### config.mk
export PLATFORM = sky130hd
export DESIGN_NAME = fan_tach_rpm_and_duty_slew_unit
export DESIGN_NICKNAME = d
export VERILOG_FILES = /design/src/rtl/ftr_pkg.sv /design/src/rtl/fan_tach_rpm_and_duty_slew_unit.sv /design/src/rtl/ftr_tach.sv /design/src/rtl/ftr_duty.sv
export SDC_FILE = /design/constraint.sdc
export NUM_CORES = 1
export LEC_CHECK = 0
export BUFFER_PORTS_ARGS = -buffer_cell sky130_fd_sc_hd__buf_2
export CORE_MARGIN = 10
export CORE_UTILIZATION = 65
export DETAILED_ROUTE_END_ITERATION = 6
export GPL_TIMING_DRIVEN = 1
export PLACE_DENSITY_LB_ADDON = 0.3
export SLEW_MARGIN = 15
export SYNTH_ARGS = -nofsm -noshare
export SYNTH_HDL_FRONTEND = slang
export SYNTH_SLANG_ARGS = --single-unit
### constraint.sdc
create_clock -name clk -period 31 [get_ports clk]
set_input_delay 6.2 -clock clk [delete_from_list [all_inputs] [get_ports clk]]
set_output_delay 6.2 -clock clk [all_outputs]
set_load 0.005 [all_outputs]
### src/rtl/ftr_pkg.sv
// Shared types and constants for the fan tach RPM and duty slew unit.
// No dependencies; imported by every module of the block.
`timescale 1ns / 1ps

package ftr_pkg;

  localparam int DUTY_W = 15;
  localparam int RPM_W  = 14;
  localparam int PWM_W  = 9;
  localparam int PULSE_W = 10;
  localparam int LOCK_W  = 3;

  typedef logic [DUTY_W-1:0] duty_t;

  // operation codes
  localparam logic [1:0] OP_TICK     = 2'd0;
  localparam logic [1:0] OP_SET_GOAL = 2'd1;
  localparam logic [1:0] OP_SET_NOW  = 2'd2;

  // register indexes
  localparam logic CFG_RPM_METHOD = 1'b0;
  localparam logic CFG_MIN_DUTY   = 1'b1;

  localparam duty_t FULL_DUTY  = 15'd25600;
  localparam duty_t RESET_DUTY = 15'd12800;

  localparam logic [LOCK_W-1:0]  LOCKOUT_TICKS = 3'd5;
  localparam logic [PULSE_W-1:0] PULSE_MAX     = 10'd1023;
  localparam logic [RPM_W-1:0]   RPM_MAX       = 14'd16383;

  // step = diff * 3277 >> 16, at least 2 LSB
  localparam logic [11:0] STEP_MUL   = 12'd3277;
  localparam logic [10:0] STEP_FLOOR = 11'd2;

  // x / 100 as (x * 41944) >> 22, exact for any 15-bit x
  localparam logic [15:0] DIV100_MUL   = 16'd41944;
  localparam int          DIV100_SHIFT = 22;

  localparam int VOTE_TAPS_DEF        = 5;
  localparam int SMOOTH_PERIOD_MS_DEF = 200;
  localparam int RPM_WINDOW_MS_DEF    = 1000;

  typedef struct packed {
    logic [1:0] operation;
    logic       tach_level;
    duty_t      duty_cmd;
  } item_t;

endpackage

### src/rtl/fan_tach_rpm_and_duty_slew_unit.sv
// Top level: input register, tach and duty units, result handshake, PWM compare.
// Depends on ftr_pkg, ftr_tach and ftr_duty.
//
//   port group   dir  handshake             payload
//   in           in   in_valid / in_ready   operation, tach_level, duty_cmd
//   out          out  out_valid / out_ready pwm_compare, current_duty, target_duty, fan_rpm
//   cfg          in   cfg_write             cfg_index, cfg_data
//
// One word per clock while out_ready holds; result valid rises when the input word fires.
// The state registers double as the result register; they update as a word leaves the
// input register, which happens only when the result slot is free.
// A stalled result holds both stages; in_ready drops only when the input register is full.
// Synchronous active-high reset: duty 50 percent, counters zero, lockout saturated.
`timescale 1ns / 1ps

module fan_tach_rpm_and_duty_slew_unit import ftr_pkg::*; #(
  parameter int VOTE_TAPS        = VOTE_TAPS_DEF,
  parameter int SMOOTH_PERIOD_MS = SMOOTH_PERIOD_MS_DEF,
  parameter int RPM_WINDOW_MS    = RPM_WINDOW_MS_DEF
) (
  input  logic             clk,
  input  logic             rst,
  input  logic             in_valid,
  output logic             in_ready,
  input  logic [1:0]       operation,
  input  logic             tach_level,
  input  duty_t            duty_cmd,
  output logic             out_valid,
  input  logic             out_ready,
  output logic [PWM_W-1:0] pwm_compare,
  output duty_t            current_duty,
  output duty_t            target_duty,
  output logic [RPM_W-1:0] fan_rpm,
  input  logic             cfg_write,
  input  logic             cfg_index,
  input  duty_t            cfg_data
);

  item_t       a_item;
  logic        a_valid, fire, in_take;
  logic        rpm_method;
  duty_t       min_duty;
  logic [30:0] pwm_prod;

  assign fire     = a_valid && (!out_valid || out_ready);
  assign in_ready = !a_valid || fire;
  assign in_take  = in_valid && in_ready;

  always_ff @(posedge clk) begin
    if (rst) begin
      a_valid   <= 1'b0;
      out_valid <= 1'b0;
    end else begin
      if (in_take) begin
        a_valid <= 1'b1;
      end else if (fire) begin
        a_valid <= 1'b0;
      end
      if (fire) begin
        out_valid <= 1'b1;
      end else if (out_ready) begin
        out_valid <= 1'b0;
      end
    end
  end

  always_ff @(posedge clk) begin
    if (in_take) begin
      a_item <= '{operation: operation, tach_level: tach_level, duty_cmd: duty_cmd};
    end
  end

  always_ff @(posedge clk) begin
    if (rst) begin
      rpm_method <= 1'b0;
      min_duty   <= '0;
    end else if (cfg_write) begin
      case (cfg_index)
        CFG_RPM_METHOD: rpm_method <= cfg_data[0];
        CFG_MIN_DUTY:   min_duty   <= cfg_data;
        default: begin
        end
      endcase
    end
  end

  ftr_tach #(
    .VOTE_TAPS    (VOTE_TAPS),
    .RPM_WINDOW_MS(RPM_WINDOW_MS)
  ) u_tach (
    .clk       (clk),
    .rst       (rst),
    .fire      (fire),
    .item      (a_item),
    .rpm_method(rpm_method),
    .rpm_value (fan_rpm)
  );

  ftr_duty #(
    .SMOOTH_PERIOD_MS(SMOOTH_PERIOD_MS)
  ) u_duty (
    .clk      (clk),
    .rst      (rst),
    .fire     (fire),
    .item     (a_item),
    .min_duty (min_duty),
    .duty_now (current_duty),
    .duty_goal(target_duty)
  );

  // divide by 100 through the reciprocal
  assign pwm_prod    = 31'(current_duty) * 31'(DIV100_MUL);
  assign pwm_compare = pwm_prod[DIV100_SHIFT +: PWM_W];

`ifndef SYNTHESIS
  a_duty_range: assert property (@(posedge clk) disable iff (rst)
    current_duty <= FULL_DUTY && target_duty <= FULL_DUTY)
    else $error("duty out of range");

  a_hold_state: assert property (@(posedge clk) disable iff (rst)
    !fire |=> $stable(current_duty) && $stable(target_duty) && $stable(fan_rpm))
    else $error("state moved without a word");

  a_full_take: assert property (@(posedge clk) disable iff (rst)
    (in_take && a_valid) |-> fire)
    else $error("input register overwritten");

  a_pwm_range: assert property (@(posedge clk) disable iff (rst)
    pwm_compare <= 9'd256)
    else $error("pwm compare out of range");
`endif

endmodule

### src/rtl/ftr_tach.sv
// Tach pulse detection (lockout edge and majority vote) and RPM window.
// Depends on ftr_pkg.
`timescale 1ns / 1ps

module ftr_tach import ftr_pkg::*; #(
  parameter int VOTE_TAPS     = VOTE_TAPS_DEF,
  parameter int RPM_WINDOW_MS = RPM_WINDOW_MS_DEF
) (
  input  logic             clk,
  input  logic             rst,
  input  logic             fire,
  input  item_t            item,
  input  logic             rpm_method,
  output logic [RPM_W-1:0] rpm_value
);

  localparam int CNT_W     = $clog2(VOTE_TAPS + 1);
  localparam int WIN_W     = $clog2(RPM_WINDOW_MS);
  localparam int RPM_SCALE = 60000 / RPM_WINDOW_MS;
  localparam int PROD_W    = 20;

  logic [VOTE_TAPS-1:0] sample_window, sample_window_next;
  logic                 last_vote, last_raw_level;
  logic [LOCK_W-1:0]    lockout_ms, lockout_ms_next, lock_inc;
  logic [PULSE_W-1:0]   pulse_count, pulse_after;
  logic [WIN_W-1:0]     window_ms;
  logic [CNT_W-1:0]     highs;
  logic                 tick, level, vote, raw_edge, vote_edge, add, win_last;
  logic [PROD_W-1:0]    rpm_raw;
  logic [RPM_W-1:0]     rpm_sat;

  assign tick  = fire && (item.operation == OP_TICK);
  assign level = item.tach_level;

  always_comb begin
    lock_inc = (lockout_ms < LOCKOUT_TICKS) ? lockout_ms + 1'b1 : lockout_ms;
    raw_edge = level && !last_raw_level && (lock_inc >= LOCKOUT_TICKS);
    lockout_ms_next = raw_edge ? '0 : lock_inc;
  end

  assign sample_window_next = {sample_window[VOTE_TAPS-2:0], level};

  always_comb begin
    highs = '0;
    for (int i = 0; i < VOTE_TAPS; i++) begin
      highs = highs + CNT_W'(sample_window_next[i]);
    end
  end

  assign vote      = (highs >= CNT_W'(VOTE_TAPS / 2 + 1));
  assign vote_edge = vote && !last_vote;
  assign add       = rpm_method ? vote_edge : raw_edge;

  // detection lands before the window closes on the same tick
  assign pulse_after = (add && (pulse_count != PULSE_MAX)) ? pulse_count + 1'b1 : pulse_count;
  assign win_last    = (window_ms == WIN_W'(RPM_WINDOW_MS - 1));
  assign rpm_raw     = PROD_W'(pulse_after[PULSE_W-1:1]) * PROD_W'(RPM_SCALE);
  assign rpm_sat     = (rpm_raw > PROD_W'(RPM_MAX)) ? RPM_MAX : rpm_raw[RPM_W-1:0];

  always_ff @(posedge clk) begin
    if (rst) begin
      sample_window  <= '0;
      last_vote      <= 1'b0;
      last_raw_level <= 1'b0;
      lockout_ms     <= LOCKOUT_TICKS;
      pulse_count    <= '0;
      window_ms      <= '0;
      rpm_value      <= '0;
    end else if (tick) begin
      sample_window  <= sample_window_next;
      last_vote      <= vote;
      last_raw_level <= level;
      lockout_ms     <= lockout_ms_next;
      if (win_last) begin
        window_ms   <= '0;
        pulse_count <= '0;
        rpm_value   <= rpm_sat;
      end else begin
        window_ms   <= window_ms + 1'b1;
        pulse_count <= pulse_after;
      end
    end
  end

endmodule

### src/rtl/ftr_duty.sv
// Duty command clamp and periodic slew of the present duty toward the target.
// Depends on ftr_pkg.
`timescale 1ns / 1ps

module ftr_duty import ftr_pkg::*; #(
  parameter int SMOOTH_PERIOD_MS = SMOOTH_PERIOD_MS_DEF
) (
  input  logic  clk,
  input  logic  rst,
  input  logic  fire,
  input  item_t item,
  input  duty_t min_duty,
  output duty_t duty_now,
  output duty_t duty_goal
);

  localparam int SM_W = $clog2(SMOOTH_PERIOD_MS + 1);

  logic [SM_W-1:0] smooth_ms;
  logic            tick, slew_due;
  duty_t           lo, vclip, clamped, diff, step_w, slewed;
  logic [26:0]     prod;
  logic [10:0]     step_raw, step;

  assign tick     = fire && (item.operation == OP_TICK);
  assign slew_due = (smooth_ms == SM_W'(SMOOTH_PERIOD_MS - 1));

  always_comb begin
    lo      = (min_duty > FULL_DUTY) ? FULL_DUTY : min_duty;
    vclip   = (item.duty_cmd > FULL_DUTY) ? FULL_DUTY : item.duty_cmd;
    clamped = (vclip < lo) ? lo : vclip;
  end

  always_comb begin
    diff     = (duty_goal > duty_now) ? duty_goal - duty_now : duty_now - duty_goal;
    prod     = 27'(diff) * 27'(STEP_MUL);
    step_raw = prod[26:16];
    step     = (step_raw < STEP_FLOOR) ? STEP_FLOOR : step_raw;
    step_w   = DUTY_W'(step);
    // never step past the target
    if (step_w >= diff) begin
      slewed = duty_goal;
    end else if (duty_goal > duty_now) begin
      slewed = duty_now + step_w;
    end else begin
      slewed = duty_now - step_w;
    end
  end

  always_ff @(posedge clk) begin
    if (rst) begin
      smooth_ms <= '0;
      duty_now  <= RESET_DUTY;
      duty_goal <= RESET_DUTY;
    end else if (fire) begin
      case (item.operation)
        OP_TICK: begin
          if (slew_due) begin
            smooth_ms <= '0;
            duty_now  <= slewed;
          end else begin
            smooth_ms <= smooth_ms + 1'b1;
          end
        end
        OP_SET_GOAL: begin
          duty_goal <= clamped;
        end
        OP_SET_NOW: begin
          duty_goal <= clamped;
          duty_now  <= clamped;
        end
        default: begin
        end
      endcase
    end
  end

endmodule

==> summary.md, run 1 <==
| Metric | Value |
|---|---|
| Yosys top cell area share | `23.72%` |
| Reg-to-Reg Start | `u_duty.duty_now[12]` |
| Final net count | `2316` |
| Number of global-route vias before repair | `12683` |
| Status | `finished clean` |
| Ys flop type | `dfxtp_1` |
| Largest net degree at the start of global routing | `88` |
| Critical path data required time | `24.80 ns` |
| Post-Syn Area per Cell | `8.796 um2` |
| Worst path top cell family by delay | `adder cells` |
| Residual DRC | `0` |
| Initial Util | `66.32%` |
| CP Class | `register to output port` |
| Initial antenna violation count | `0` |
| Peak Freq | `76.78 MHz` |
| Clock sink count | `115` |
| Hold_buf cts | `0` |
| Clk buf depth | `2` |
| Initial DRT Pass Iterations | `6` |
| Reg clk slew, reported paths | `0.06 ns` |
| Ports | `94` |
| Die width | `175.0 um` |
| Average wire per cell in the routed design | `17.25 um` |
| Slew HR | `27.34%` |
| Clock Skew | `0.01282 ns` |
| Top post-synthesis cells by area | `ha_1 (24%), fa_1 (18%), dfxtp_1 (12%), inv_1 (6.9%), a21oi_1 (4.2%)` |
| Hold Startpoint | `u_tach.sample_window[3]` |
| Initial DRC count | `909` |
| RSZ-0062 raised after global routing | `false` |
| Crit path max fanout | `11` |
| CP Cell Sequence | `ha_1 > inv_1 > fa_1 > inv_1 > fa_1 > inv_1 > fa_1 > fa_1 > inv_1 > ha_1 > a211o_1 > nor3_1 > a2111oi_0 > o31ai_1 > a21oi_1 > nor4_1 > nor4b_1 > a311oi_1 > xnor2_1 > buf_2` |
| Synthesized flop and latch total | `115` |
| Grt ovf | `0` |
| Worst r2r path cells | `44` |
| Synth warn | `0` |
| Register area share after synthesis | `15.90%` |
| Post-synthesis cell area | `0.01561 mm2` |
| EDFF count, synth | `18` |
| CTS buffer count | `17` |
| Final Max Tran Viols | `0` |
| Area leader, netlist | `ha_1` |
| Hold Path End | `u_tach.sample_window[3]` |
| Min-Delay Path Depth | `2` |
| Final ANT Viol Nets | `0` |
| R2r setup slk | `18.34 ns` |
| Clk Latency, worst-skew pair | `0.43 ns` |
| Die area | `0.03062 mm2` |
| Buf+Inv Stages, Crit Path | `5` |
| Cell count after synthesis | `1775` |
| # resized after CTS | `0` |
| CP max stage cell | `a2111oi_0` |
| Root Buffer | `clkbuf_16` |
| Final wirelength | `37490 um` |
| Layout area overhead | `8.054%` |
| Reg2Reg Capture Point | `u_duty.duty_now[14]` |
| Fin Setup TNS | `0 ns` |
| Fin. Hold Viols | `0` |
| H-tree depth | `4` |
| RD Place Congestion | `0.9143` |
| Minimum clock period | `13.02 ns` |
| Final instance area | `0.01687 mm2` |
| HPWL after DPL | `30430 um` |
| Setup Fix Bufs, Post-CTS | `0` |
| N_diodes | `0` |
| Core area | `0.02354 mm2` |
| Worst Hold Class | `register to register` |
| DR vias/cell | `5.824` |
| Global-route wire length before repair | `63070 um` |
| Fin crit share | `42.01%` |
| Netlist cell types | `74` |
| Critical Path AT | `6.82 ns` |
| Worst-margin pin slew | `1.081 ns` |
| Row cnt | `56` |
| Dpl cell area | `0.01628 mm2` |
| Crit path largest cell delay | `0.78 ns` |
| Max Cap Viol | `0` |
| Async S/R FF share, synth | `0%` |
| GRT Util Overall | `24.86%` |
| Die H | `175.0 um` |
| Syn Nets | `2249` |
| Crit end category | `output port` |
| CTS tree | `built` |
| Share of layout cells above drive strength 1 | `8.571%` |
| Setup crit start kind | `register` |
| Final setup fails | `0` |
| Port bufs | `93` |
| Total number of vias | `12661` |
[synth_stat cells, types with 4 or more instances]
library cell  count
o21a_1           12
a211oi_1         23
a211oi_2          4
a311oi_1         13
dfxtp_1          97
a211o_1           9
edfxtp_1         18
nor4_1            8
ha_1            296
and3_1           11
mux2i_1          21
o31ai_1           7
a22oi_1           5
and2_1           21
a21oi_1         131
a221o_1          10
a31oi_1           8
fa_1            139
inv_1           289
nand3_1          27
nor2b_1          14
o211ai_1          5
mux2_2            6
o21ai_0          46
xor2_1           32
nor3_1           27
nand2b_1         17
clkbuf_1         33
nand4_1          19
nor2_1          133
buf_2             9
o21bai_1         12
nand2_1         124
or2_2             5
a21o_1           20
xnor2_1          59
[worst register-to-register path, delay by kind of cell (launching register included)]
family,cells,cell delay (ns)
simple gates,4,0.98
fa+ha+maj,9,3.73
buf+inv,5,1.02
xor+xnor,5,1.29
compound gates,21,4.87
flops,1,0.66
[layer usage]
metal / routed length, um / GRT usage [%] / vias up
li1: - / - / 6160
met1: 16700 / 32.94 / 6047
met2: 17730 / 41.40 / 398
met3: 2461 / 4.354 / 56
met4: 601 / 5.793 / 0
met5: 0 / 0 / -
[logic make-up after synthesis]
family,count (synthesis),share of synthesized area (%)
adders and majority gates,435,41.54
and+or+nand+nor,420,12.45
AOI/OAI and AO/OA,346,14.67
buffers and inverters,340,8.462
DFF,115,15.90
xor gates and xnor gates,91,5.105
muxes,28,1.867
[layout by cell type (no fill, tap or decap), types with 19 or more instances in the layout]
master,n
xnor2_1,59
and2_1,21
o21ai_0,46
ha_1,296
clkbuf_16,19
dfxtp_1,97
nand3_1,27
fa_1,139
a21oi_1,131
a211oi_1,23
inv_1,289
a21o_1,20
nor3_1,27
nand4_1,19
nand2_1,124
xor2_1,32
mux2i_1,21
buf_2,93
nor2_1,132
[layout make-up]
type | count | area (um2)
clock buffers | 19 | 475.5
clock inverters | 13 | 110.1
fillers | 1854 | 6671
inverters | 290 | 1089
multi-input cells | 1320 | 11810
flip-flops and latches | 115 | 2482
well taps | 319 | 399.1
repair buffers | 98 | 503.0
[worst max-delay path by stage]
stage,startpoint,to,slack [ns],cells after the start
floorplan,out_ready,in_ready,18.36,2
global placement,out_ready,in_ready,18.11,4
detailed placement,out_ready,in_ready,18.09,4
CTS,u_duty.duty_now[9],pwm_compare[8],18.00,20
global route,u_duty.duty_now[12],u_duty.duty_now[14],17.45,44
finish,u_duty.duty_now[9],pwm_compare[8],17.98,20
[flip-flops by register name (all words and copies together), names as in the netlist, 3 cells and up]
register / count
a_item: 18
min_duty: 15
u_duty.duty_goal: 15
u_duty.duty_now: 15
u_tach.rpm_value: 13
u_tach.pulse_count: 10
u_tach.window_ms: 10
u_duty.smooth_ms: 8
u_tach.sample_window: 4
u_tach.lockout_ms: 3
[metrics by stage]
stage / hold WS, ns / utilization [%] / cells / setup slack, ns
5_1_grt: 0.4953 / 71.66 / 2174 / 17.45
4_1_cts: 0.4659 / 71.65 / 2174 / 18.00
3_5_place_dp: 0.4574 / 69.16 / 2142 / 18.09
3_3_place_gp: 0.4472 / 69.16 / 2142 / 18.11
2_1_floorplan: 0.4363 / - / 1775 / 18.36
6_report: 0.4632 / 71.66 / 2174 / 17.98
Power of run 1 is left out: the tool's default activity adds up to more than one toggle a clock period on the data nets, which glitch-free logic cannot reach.
==> inputs of run 2 (changes only) <==
--- a/config.mk
+++ b/config.mk
@@ -5,9 +5,10 @@
 export SDC_FILE = /design/constraint.sdc
 export NUM_CORES = 1
 export LEC_CHECK = 0
+export ABC_AREA = 1
 export BUFFER_PORTS_ARGS = -buffer_cell sky130_fd_sc_hd__buf_2
 export CORE_MARGIN = 10
-export CORE_UTILIZATION = 65
+export CORE_UTILIZATION = 58
 export DETAILED_ROUTE_END_ITERATION = 6
 export GPL_TIMING_DRIVEN = 1
 export PLACE_DENSITY_LB_ADDON = 0.3
==> constraint.sdc (replaced) <==
create_clock -name clk -period 11.05 [get_ports clk]
set_input_delay 2.21 -clock clk [delete_from_list [all_inputs] [get_ports clk]]
set_output_delay 2.21 -clock clk [all_outputs]
set_load 0.005 [all_outputs]
==> summary.md, run 2 <==
| Metric | Value |
|---|---|
| Core area | `0.02886 mm2` |
| Initial Util | `59.20%` |
| Global-route wire length before repair | `77940 um` |
| Total number of vias | `15365` |
| Fin Setup TNS | `0 ns` |
| Commonest non-fill, non-tap cell in the layout | `inv_1` |
| Compound-Gate Fraction of Synth Area | `10.98%` |
| Largest family of logic cells by synthesized area | `adder cells` |
| Critical path data required time | `11.39 ns` |
| Status | `finished clean` |
| Final cell count without fillers | `2793` |
| RSZ-0062 raised after global routing | `false` |
| Grt ovf | `0` |
| Buf+Inv Stages, Crit Path | `9` |
| Ports | `94` |
| Final ANT Viol Nets | `0` |
| Max Cap Viol | `0` |
| Largest net degree at the start of global routing | `33` |
| Area share of xor/xnor cells in the synthesized design | `3.479%` |
| Setup crit start kind | `register` |
| DR vias/cell | `5.501` |
| CP max stage cell | `dfxtp_1` |
| Synth warn | `0` |
| Final Max Tran Viols | `0` |
| Syn Nets | `2770` |
| Row cnt | `62` |
| CP Class | `register to register` |
| Crit path largest cell delay | `0.65 ns` |
| EDFF count, synth | `18` |
| Count leader, synth | `inv_1` |
| Root Buffer | `clkbuf_16` |
| Clock Skew | `0.01071 ns` |
| Min-Delay Path Depth | `2` |
| Die area | `0.03672 mm2` |
| Die H | `191.6 um` |
| Minimum clock period | `10.27 ns` |
| GRT Util Overall | `26.41%` |
| Die width | `191.6 um` |
| Area leader, netlist | `ha_1` |
| Netlist cell types | `60` |
| Register area share after synthesis | `14.53%` |
| # placed instances | `2760` |
| Residual DRC | `0` |
| Final setup fails | `0` |
| Peak Freq | `97.39 MHz` |
| Fin crit share | `92.92%` |
| R2r setup slk | `0.78 ns` |
| FF+latch area | `0.002486 mm2` |
| Final wirelength | `47580 um` |
| CTS buffer count | `17` |
| Adder-cell share of the synthesized area | `37.96%` |
| Yosys top cell area share | `21.68%` |
| CTS tree | `built` |
| N_diodes | `0` |
| Cell count after synthesis | `2296` |
| Most frequent cells in the layout | `inv_1 (501), nand2_1 (438), ha_1 (296)` |
| Worst Hold Class | `register to register` |
| Crit path max fanout | `27` |
| Worst-margin pin slew | `0.9443 ns` |
| Clock sink count | `115` |
| Multi-input gate area | `0.01249 mm2` |
| Ys flop type | `dfxtp_1` |
| Average wire per cell in the routed design | `17.04 um` |
| Worst r2r path cells | `51` |
| HPWL after DPL | `40360 um` |
| Layout area overhead | `9.235%` |
| Port bufs | `93` |
| Top post-synthesis cells by area | `ha_1 (22%), fa_1 (16%), dfxtp_1 (11%), inv_1 (11%), nand2_1 (9.6%)` |
| Initial DRC count | `1296` |
| Hold Startpoint | `u_tach.last_vote` |
| Synthesized flop and latch total | `115` |
| Clk buf depth | `2` |
| Reg-to-Reg Start | `u_duty.duty_now[0]` |
| Hold Path End | `u_tach.last_vote` |
| Crit path from | `u_duty.duty_now[0]` |
| Top reg by flops | `a_item` |
| Fin. Hold Viols | `0` |
| H-tree depth | `4` |
| Hold_buf cts | `0` |
| Simple-gate share of the synthesized area | `20.59%` |
| Initial antenna violation count | `0` |
| Post-synthesis cell area | `0.01709 mm2` |
| Slew HR | `36.89%` |
| Commonest cells in the netlist | `inv_1 (501), nand2_1 (438), ha_1 (296)` |
| Clk Latency, worst-skew pair | `0.42 ns` |
| Post-Syn Area per Cell | `7.441 um2` |
| Most used cell, CP | `inv_1` |
| Initial DRT Pass Iterations | `5` |
| Reg2Reg Capture Point | `u_duty.duty_now[11]` |
| Fill cell count | `2614` |
| Reg clk slew, reported paths | `0.06 ns` |
| Number of global-route vias before repair | `15338` |
| RD Place Congestion | `1.019` |
| Worst path top cell family by delay | `adder cells` |
| Share of layout cells above drive strength 1 | `9.340%` |
| Number of flip-flops in the largest register | `18` |
| Final net count | `2870` |
| Async S/R FF share, synth | `0%` |
| Critical Path AT | `10.61 ns` |
| Mux share of post-synthesis cell area | `0.06591%` |
| Worst hold-check slack | `0.4662 ns` |
| Crit end category | `register` |
## run 2: timing repair
action                                 CTS  global route
endpoints found under the hold margin    0             0
setup endpoints to repair                0             7
buffers inserted                         0             1
resized for setup                        0             4
## run 2: layout make-up
class,count,share of cell area [%]
flip-flops and latches,115,13.32
clock inverters,8,0.6637
repair buffers,118,3.500
multi-input cells,1628,66.91
inverters,516,10.39
well taps,384,2.574
clock buffers,24,2.641
## run 2: cell families (layout without fill, tap and decap cells)
family | count (synthesis) | in the layout
AO/OA/AOI/OAI | 322 | 322
AND/OR/NAND/NOR | 803 | 803
multiplexers | 1 | 1
XOR/XNOR | 67 | 67
flip-flops | 115 | 115
adder cells (fa/ha/maj) | 435 | 435
buffers and inverters | 553 | 666
## run 2: metrics by stage
step	instance area, um2	utilization [%]	setup slack (ns)
floorplan	17090	-	2.288
detailed placement	18030	62.50	0.6104
global placement	18030	62.50	0.5468
global route	18660	64.67	0.01775
finish	18660	64.67	0.7822
CTS	18650	64.63	0.5672
## run 2: worst reg2reg max path: cells and delay by family, from the launching register on
kind	cells	cell delay, ns
simple gates	23	3.23
xor+xnor	3	0.60
buf+inv	9	1.05
flops	1	0.65
compound gates	7	1.22
fa+ha+maj	9	3.45
## run 2: how the worst max path moves through the flow
stage,to,slack (ns),cells past startpoint
2_1_floorplan,u_duty.duty_now[11],2.29,56
3_3_place_gp,u_duty.duty_now[11],0.55,49
3_5_place_dp,u_duty.duty_now[11],0.61,53
4_1_cts,u_duty.duty_now[11],0.57,53
5_1_grt,u_duty.duty_now[12],0.02,56
6_report,u_duty.duty_now[11],0.78,51
## run 2: layer usage
| metal | wire length (um) | global-route usage (%) |
|---|---|---|
| met4 | 1095 | 6.941 |
| met3 | 3987 | 6.366 |
| met1 | 20790 | 34.87 |
| met2 | 21720 | 42.46 |
| met5 | 0 | 0 |
Power of run 2 is left out for the same reason.
